--- src/hdl/ibdv_pkg.sv ---
// Shared constants, types and the output rounding function for the
// delta-kernel velocity interpolator. No dependencies.
package ibdv_pkg;

  localparam int TILE_N_DEF       = 16;
  localparam int STENCIL_HALF_DEF = 2;

  localparam int VEL_W  = 32;   // Q15.16 velocity
  localparam int POS_W  = 16;   // Q4.12 position
  localparam int FRAC_W = 12;
  localparam int IDX_W  = 4;    // cell index on the load word
  localparam int WT_W   = 17;   // Q1.16 weight
  localparam int ACC_W  = 56;   // exact sum of up to 125 products
  localparam int RND_W  = ACC_W - 16;

  // integer square root of a 34-bit radicand, one result bit per step
  localparam int ROOT_W     = 34;
  localparam int ROOT_STEPS = 17;

  // floor(n/3) = (n * DIV3_MUL) >> DIV3_SHIFT, exact for n < 2^19
  localparam int DIV3_MUL   = 349526;
  localparam int DIV3_SHIFT = 20;

  localparam logic ACT_LOAD   = 1'b0;
  localparam logic ACT_QUERY  = 1'b1;
  localparam logic KERN_FOUR  = 1'b0;
  localparam logic KERN_THREE = 1'b1;

  typedef logic [WT_W-1:0]         weight_t;
  typedef logic signed [VEL_W-1:0] vel_t;

  typedef struct packed {
    logic [VEL_W-1:0] val;
    logic             sat;
  } rnd_t;

  // round Q.32 sum to Q15.16 (floor of s + half), clamp to 32 bits
  function automatic rnd_t round_sat(input logic signed [ACC_W-1:0] s);
    logic signed [ACC_W-1:0] t;
    logic signed [RND_W-1:0] r;
    logic signed [RND_W-1:0] rmax;
    logic signed [RND_W-1:0] rmin;
    rnd_t o;
    rmax = RND_W'(64'sd2147483647);
    rmin = RND_W'(-64'sd2147483648);
    t = s + ACC_W'(32768);
    r = t[ACC_W-1:16];
    if (r > rmax) begin
      o.val = 32'h7FFF_FFFF;
      o.sat = 1'b1;
    end else if (r < rmin) begin
      o.val = 32'h8000_0000;
      o.sat = 1'b1;
    end else begin
      o.val = r[VEL_W-1:0];
      o.sat = 1'b0;
    end
    return o;
  endfunction

endpackage

--- src/hdl/ibdv_weight.sv ---
// Per-axis kernel weight unit: computes the stencil weights for one axis,
// one offset at a time, with a bit-serial square root. Depends on ibdv_pkg.
module ibdv_weight #(
  parameter int STENCIL_HALF = ibdv_pkg::STENCIL_HALF_DEF
) (
  input  logic                                   clk_i,
  input  logic                                   rst_ni,
  input  logic                                   start_i,
  input  logic                                   three_i,
  input  logic [ibdv_pkg::FRAC_W-1:0]            frac_i,
  output logic                                   busy_o,
  output ibdv_pkg::weight_t [2*STENCIL_HALF:0]   wt_o
);

  localparam int SPAN = 2 * STENCIL_HALF + 1;
  localparam int OW   = $clog2(SPAN);
  localparam int RW   = ibdv_pkg::ROOT_W;

  typedef enum logic [2:0] {W_IDLE, W_DIST, W_RAD, W_ROOT, W_DIV} wstate_e;

  wstate_e                     st_q;
  logic [OW-1:0]               o_q;
  logic [4:0]                  it_q;
  logic                        three_q;
  logic [ibdv_pkg::FRAC_W-1:0] frac_q;
  logic [13:0]                 r_q;
  logic                        br0_q, br1_q;
  logic [27:0]                 sq_q;
  logic [RW-1:0]               rem_q, res_q, bit_q;
  ibdv_pkg::weight_t [SPAN-1:0] wt_q;

  // distance to the cell center for the current offset
  logic [15:0]        d;
  logic [13:0]        r_n, dd, sqop;
  logic               br0_n, br1_n;
  logic signed [35:0] rad;
  logic [RW-1:0]      trial;
  logic signed [20:0] num;
  logic [18:0]        n19;
  logic [37:0]        q3;
  logic [20:0]        wt_n;

  always_comb begin
    d     = 16'(frac_q) + 16'(STENCIL_HALF * 4096 - 2048) - 16'({o_q, 12'h000});
    r_n   = d[15] ? 14'(16'd0 - d) : d[13:0];
    br0_n = three_q ? (r_n < 14'd2048) : (r_n < 14'd4096);
    br1_n = three_q ? (r_n < 14'd6144) : (r_n < 14'd8192);
    dd    = (r_n <= 14'd4096) ? (14'd4096 - r_n) : (r_n - 14'd4096);
    sqop  = (three_q && !br0_n) ? dd : r_n;

    if (three_q == ibdv_pkg::KERN_THREE)
      rad = 36'sd16777216 - 36'sd3 * $signed(36'(sq_q));
    else if (br0_q)
      rad = 36'sd16777216 + 36'sd16384 * $signed(36'(r_q)) - 36'sd4 * $signed(36'(sq_q));
    else
      rad = -36'sd117440512 + 36'sd49152 * $signed(36'(r_q)) - 36'sd4 * $signed(36'(sq_q));
    if (rad < 0) rad = '0;

    trial = res_q + bit_q;

    if (three_q == ibdv_pkg::KERN_THREE) begin
      if (br0_q) num = 21'sd65536 + $signed(21'(res_q[16:0]));
      else num = 21'sd327680 - 21'sd48 * $signed(21'(r_q)) - $signed(21'(res_q[16:0]));
    end else begin
      if (br0_q) num = 21'sd196608 - 21'sd32 * $signed(21'(r_q)) + $signed(21'(res_q[16:0]));
      else num = 21'sd327680 - 21'sd32 * $signed(21'(r_q)) - $signed(21'(res_q[16:0]));
    end
    // three-point outer arm divides by 6: halve, then divide by 3
    n19  = br0_q ? num[18:0] : num[19:1];
    q3   = (38'(n19) * 38'(ibdv_pkg::DIV3_MUL)) >> ibdv_pkg::DIV3_SHIFT;
    if (!br1_q || num <= 0) wt_n = '0;
    else if (three_q == ibdv_pkg::KERN_FOUR) wt_n = 21'(num >>> 3);
    else wt_n = q3[20:0];
  end

  always_ff @(posedge clk_i or negedge rst_ni) begin
    if (!rst_ni) begin
      st_q <= W_IDLE;
      o_q  <= '0;
      it_q <= '0;
    end else begin
      unique case (st_q)
        W_IDLE: begin
          if (start_i) begin
            o_q  <= '0;
            st_q <= W_DIST;
          end
        end
        W_DIST: st_q <= W_RAD;
        W_RAD: begin
          it_q <= '0;
          st_q <= W_ROOT;
        end
        W_ROOT: begin
          it_q <= it_q + 5'd1;
          if (it_q == 5'(ibdv_pkg::ROOT_STEPS - 1)) st_q <= W_DIV;
        end
        W_DIV: begin
          if (o_q == OW'(SPAN - 1)) begin
            st_q <= W_IDLE;
          end else begin
            o_q  <= o_q + OW'(1);
            st_q <= W_DIST;
          end
        end
        default: st_q <= W_IDLE;
      endcase
    end
  end

  always_ff @(posedge clk_i) begin
    case (st_q)
      W_IDLE: begin
        three_q <= three_i;
        frac_q  <= frac_i;
      end
      W_DIST: begin
        r_q   <= r_n;
        br0_q <= br0_n;
        br1_q <= br1_n;
        sq_q  <= 28'(sqop) * 28'(sqop);
      end
      W_RAD: begin
        rem_q <= {rad[25:0], 8'h00};
        res_q <= '0;
        bit_q <= RW'(1) << 32;
      end
      W_ROOT: begin
        if (rem_q >= trial) begin
          rem_q <= rem_q - trial;
          res_q <= (res_q >> 1) + bit_q;
        end else begin
          res_q <= res_q >> 1;
        end
        bit_q <= bit_q >> 2;
      end
      W_DIV: wt_q[o_q] <= wt_n[ibdv_pkg::WT_W-1:0];
      default: ;
    endcase
  end

  assign busy_o = (st_q != W_IDLE);
  assign wt_o   = wt_q;

endmodule

--- config.mk ---
export PLATFORM = sky130hd
export DESIGN_NAME = ibdv_weight
export DESIGN_NICKNAME = d
export VERILOG_FILES = /design/src/hdl/ibdv_pkg.sv /design/src/hdl/ibdv_weight.sv
export SDC_FILE = /design/constraint.sdc
export NUM_CORES = 2
export LEC_CHECK = 0
export BUFFER_PORTS_ARGS = -buffer_cell sky130_fd_sc_hd__buf_2
export CORE_AREA = 2 2 271 273
export CTS_CLUSTER_SIZE = 8
export DETAILED_ROUTE_END_ITERATION = 7
export DIE_AREA = 0 0 273 275
export GPL_TIMING_DRIVEN = 0
export SLEW_MARGIN = 15
export SYNTH_ARGS = -nofsm -noshare
export SYNTH_HDL_FRONTEND = slang
export SYNTH_SLANG_ARGS = --single-unit
--- constraint.sdc ---
create_clock -name clk_i -period 10.1 [get_ports clk_i]
set_input_delay 0 -clock clk_i [delete_from_list [all_inputs] [get_ports clk_i]]
set_output_delay 0 -clock clk_i [all_outputs]
set_load 0.02 [all_outputs]
==> flow_summary.toml <==
[timing]
setup_viol = 0
grt_setup_unrepaired = "yes"
finalSetupTns_ns = 0
finalCritPeriodShare = 0.991
worstMarginPinSlew_ns = 1.10
finalClockSkew_ns = 0.0303
report.final.slew_viol_count = 0
fin_hold_ws_ns = 0.163
fmax_ghz = 0.0999
slew_headroom = 0.265
hold_viol_final = 0
period_needed_ns = 10.01

[critical_path]
crit_arrival_ns = 10.30
path_delay_family = "adder cells"
worstPathRequired_ns = 10.39
rrSetupSlack_ns = 0.09
worstSetupEndpointType = "register"
cpPeakStageDelay_ns = 0.55
critPathMaxFanout = 7
crit_buf_inv = 11
crit_slowest_cell = "fa_1"
crit_type = "reg2reg"
setup.worst_path.start_class = "register"

[global_route]
grt_antenna_before_repair = 1
grt_pass1_wl_um = 139000
grtUsageTotal = 0.236
grt.overflow.total = 0
grt_max_degree = 39
grt_pass1_vias = 25100

[yosys]
yosys-top-cells-area = "edfxtp_1, ha_1, fa_1"
synth_largest_area_cell = "edfxtp_1"
yosys.area.top_type_share = 0.210
synth_area_um2 = 32200
synth-seq-cells = 236
ys_warn_count = 0
synth_common_cells = "inv_1, ha_1, fa_1, edfxtp_1, nor2_1"
async_flop_share = 0.0466
seq_area_frac_synth = 0.218
avgSynthCellArea_um2 = 9.34
synth_most_common_cell = "inv_1"
synth_nets = 4245
synthCells = 3452
synth_cell_type_count = 97
synth_flop_cell = "edfxtp_1"
synth_edf_count = 225

[die]
fp.coreArea_um2 = 72300
die_h_um = 275
io_pins = 102
initial_core_util = 0.445
die_area_um2 = 75100
rows = 99
die_x_um = 273

[final_layout]
drive_above_1_share = 0.157
syn2layout_area_growth_pct = 16.9
ff_latch_area_um2 = 7030
diodes = 0
multi_input_area_um2 = 24200
nets = 4532
final_area_um2 = 37700
fillers = 6662

[clock_network]
clock_latency_ns = 0.55
htreeDepth = 2
numCtsBuffers = 36
clk_pin_slew_ns = 0.05
cts_tree = "yes"
cts_buffer_depth = 3
clock_sinks = 236
cts_root_buf = "clkbuf_16"

[placed_design]
io_buffers = 101
place_area_um2 = 34100
gp_congestion = 0.912
hpwl_um = 71500

[routing]
drc = 0
detail-route-antenna-nets = 0
via_count = 25900
routed_wl_um = 89900
via_per_inst = 5.49
wl_per_cell_um = 19.1
dr.pass1.iters = 6
first_iter_violations = 1721

[worst_hold_path]
hp-class = "in2reg"

[outcome]
status = "finished, final reports clean"

[flow_run]
cap_violations = 0
==> cells in the final DEF (no fill, tap or decap), types with 21 or more instances in the layout <==
| cell | netlist | layout |
|---|---|---|
| xnor2_1 | 139 | 130 |
| edfxtp_1 | 225 | 225 |
| clkbuf_1 | 58 | 58 |
| a21o_1 | 60 | 60 |
| nor3_1 | 53 | 45 |
| fa_1 | 238 | 229 |
| ha_1 | 539 | 501 |
| a21oi_2 | 0 | 21 |
| ha_4 | 0 | 32 |
| a211oi_1 | 45 | 41 |
| o22ai_1 | 26 | 25 |
| clkbuf_16 | 0 | 36 |
| and3_1 | 37 | 37 |
| o21a_1 | 30 | 28 |
| and2_1 | 43 | 40 |
| buf_2 | 14 | 108 |
| a21oi_1 | 192 | 166 |
| nor2b_1 | 36 | 33 |
| nand3_1 | 39 | 38 |
| or3_1 | 24 | 23 |
| inv_1 | 549 | 519 |
| o21ai_0 | 134 | 120 |
| xor2_1 | 105 | 101 |
| nor2_1 | 215 | 202 |
| inv_2 | 4 | 27 |
| nand2b_1 | 31 | 31 |
| o21bai_1 | 40 | 40 |
| a31oi_1 | 60 | 52 |
| buf_4 | 2 | 122 |
| nand2_1 | 214 | 207 |
==> worst register-to-register path, delay by kind of cell (launching register included) <==
family | cells | cell delay [ns]
compound gates | 8 | 1.68
xor+xnor | 4 | 0.75
fa+ha+maj | 9 | 3.59
buf+inv | 11 | 1.11
flops | 1 | 0.39
simple gates | 12 | 2.23
==> flip-flops by register name, summed over array words and instances (netlist names) <==
register / flops
r_q: 14
res_q: 34
o_q: 3
sq_q: 26
bit_q: 17
three_q: 1
br1_q: 1
br0_q: 1
st_q: 3
wt_o: 85
frac_q: 12
it_q: 5
rem_q: 34
==> path summary, 6_finish.rpt <==
| check | start | end | depth (start not counted) |
|---|---|---|---|
| worst max-delay path | frac_q[2] | sq_q[27] | 44 |
| worst min-delay path | frac_i[6] | frac_q[6] | 2 |
| worst max register to register | frac_q[2] | sq_q[27] | 44 |
| worst min register to register | it_q[4] | it_q[4] | 1 |
| max in group asynchronous | rst_ni | it_q[0] | 3 |
| min in group asynchronous | rst_ni | st_q[0] | 3 |
==> through the flow <==
step	utilization	instances	worst slack [ns]
global placement	0.469	4512	-1.72
detailed placement	0.472	4529	-1.78
CTS	0.501	4646	-0.00114
global route	0.521	4715	-0.265
floorplan	-	3452	0.216
finish	0.521	4715	0.0913
==> cell type report <==
cell class / count / area share
Buffer: 73 / 0.00996
Clock buffer: 50 / 0.0256
Clock inverter: 5 / 0.000996
Multi-Input combinational cell: 2582 / 0.642
Sequential cell: 236 / 0.187
Inverter: 555 / 0.0560
Tap cell: 959 / 0.0319
Timing Repair Buffer: 255 / 0.0474
==> what timing repair did <==
item                                   in CTS  in global routing
gates resized for setup                   121                203
endpoints found under the hold margin      28                  0
hold buffers                               16                  0
pin swaps                                  37                166
cloned                                      0                  1
buffers inserted                           47                 73
setup endpoints to repair                 104                101
==> cells by family after synthesis <==
kind of cell               Yosys count  synth area share
muxes                               22           0.00703
DFF                                236             0.218
AOI/OAI and AO/OA                  757             0.156
and+or+nand+nor                    773             0.116
xor gates and xnor gates           253            0.0709
buffers and inverters              634            0.0746
adders and majority gates          777             0.357
==> metal layers <==
layer	vias to the layer above	GRT usage	part of all wire	routed length, µm
li1	12600	-	-	-
met5	-	0	0	0
met3	118	0.0246	0.053	4790
met1	12500	0.326	0.46	41100
met4	0	0.0613	0.026	2340
met2	707	0.397	0.46	41700
Power is left out: the tool's default activity adds up to more than one toggle a clock period on the data nets, which glitch-free logic cannot reach.
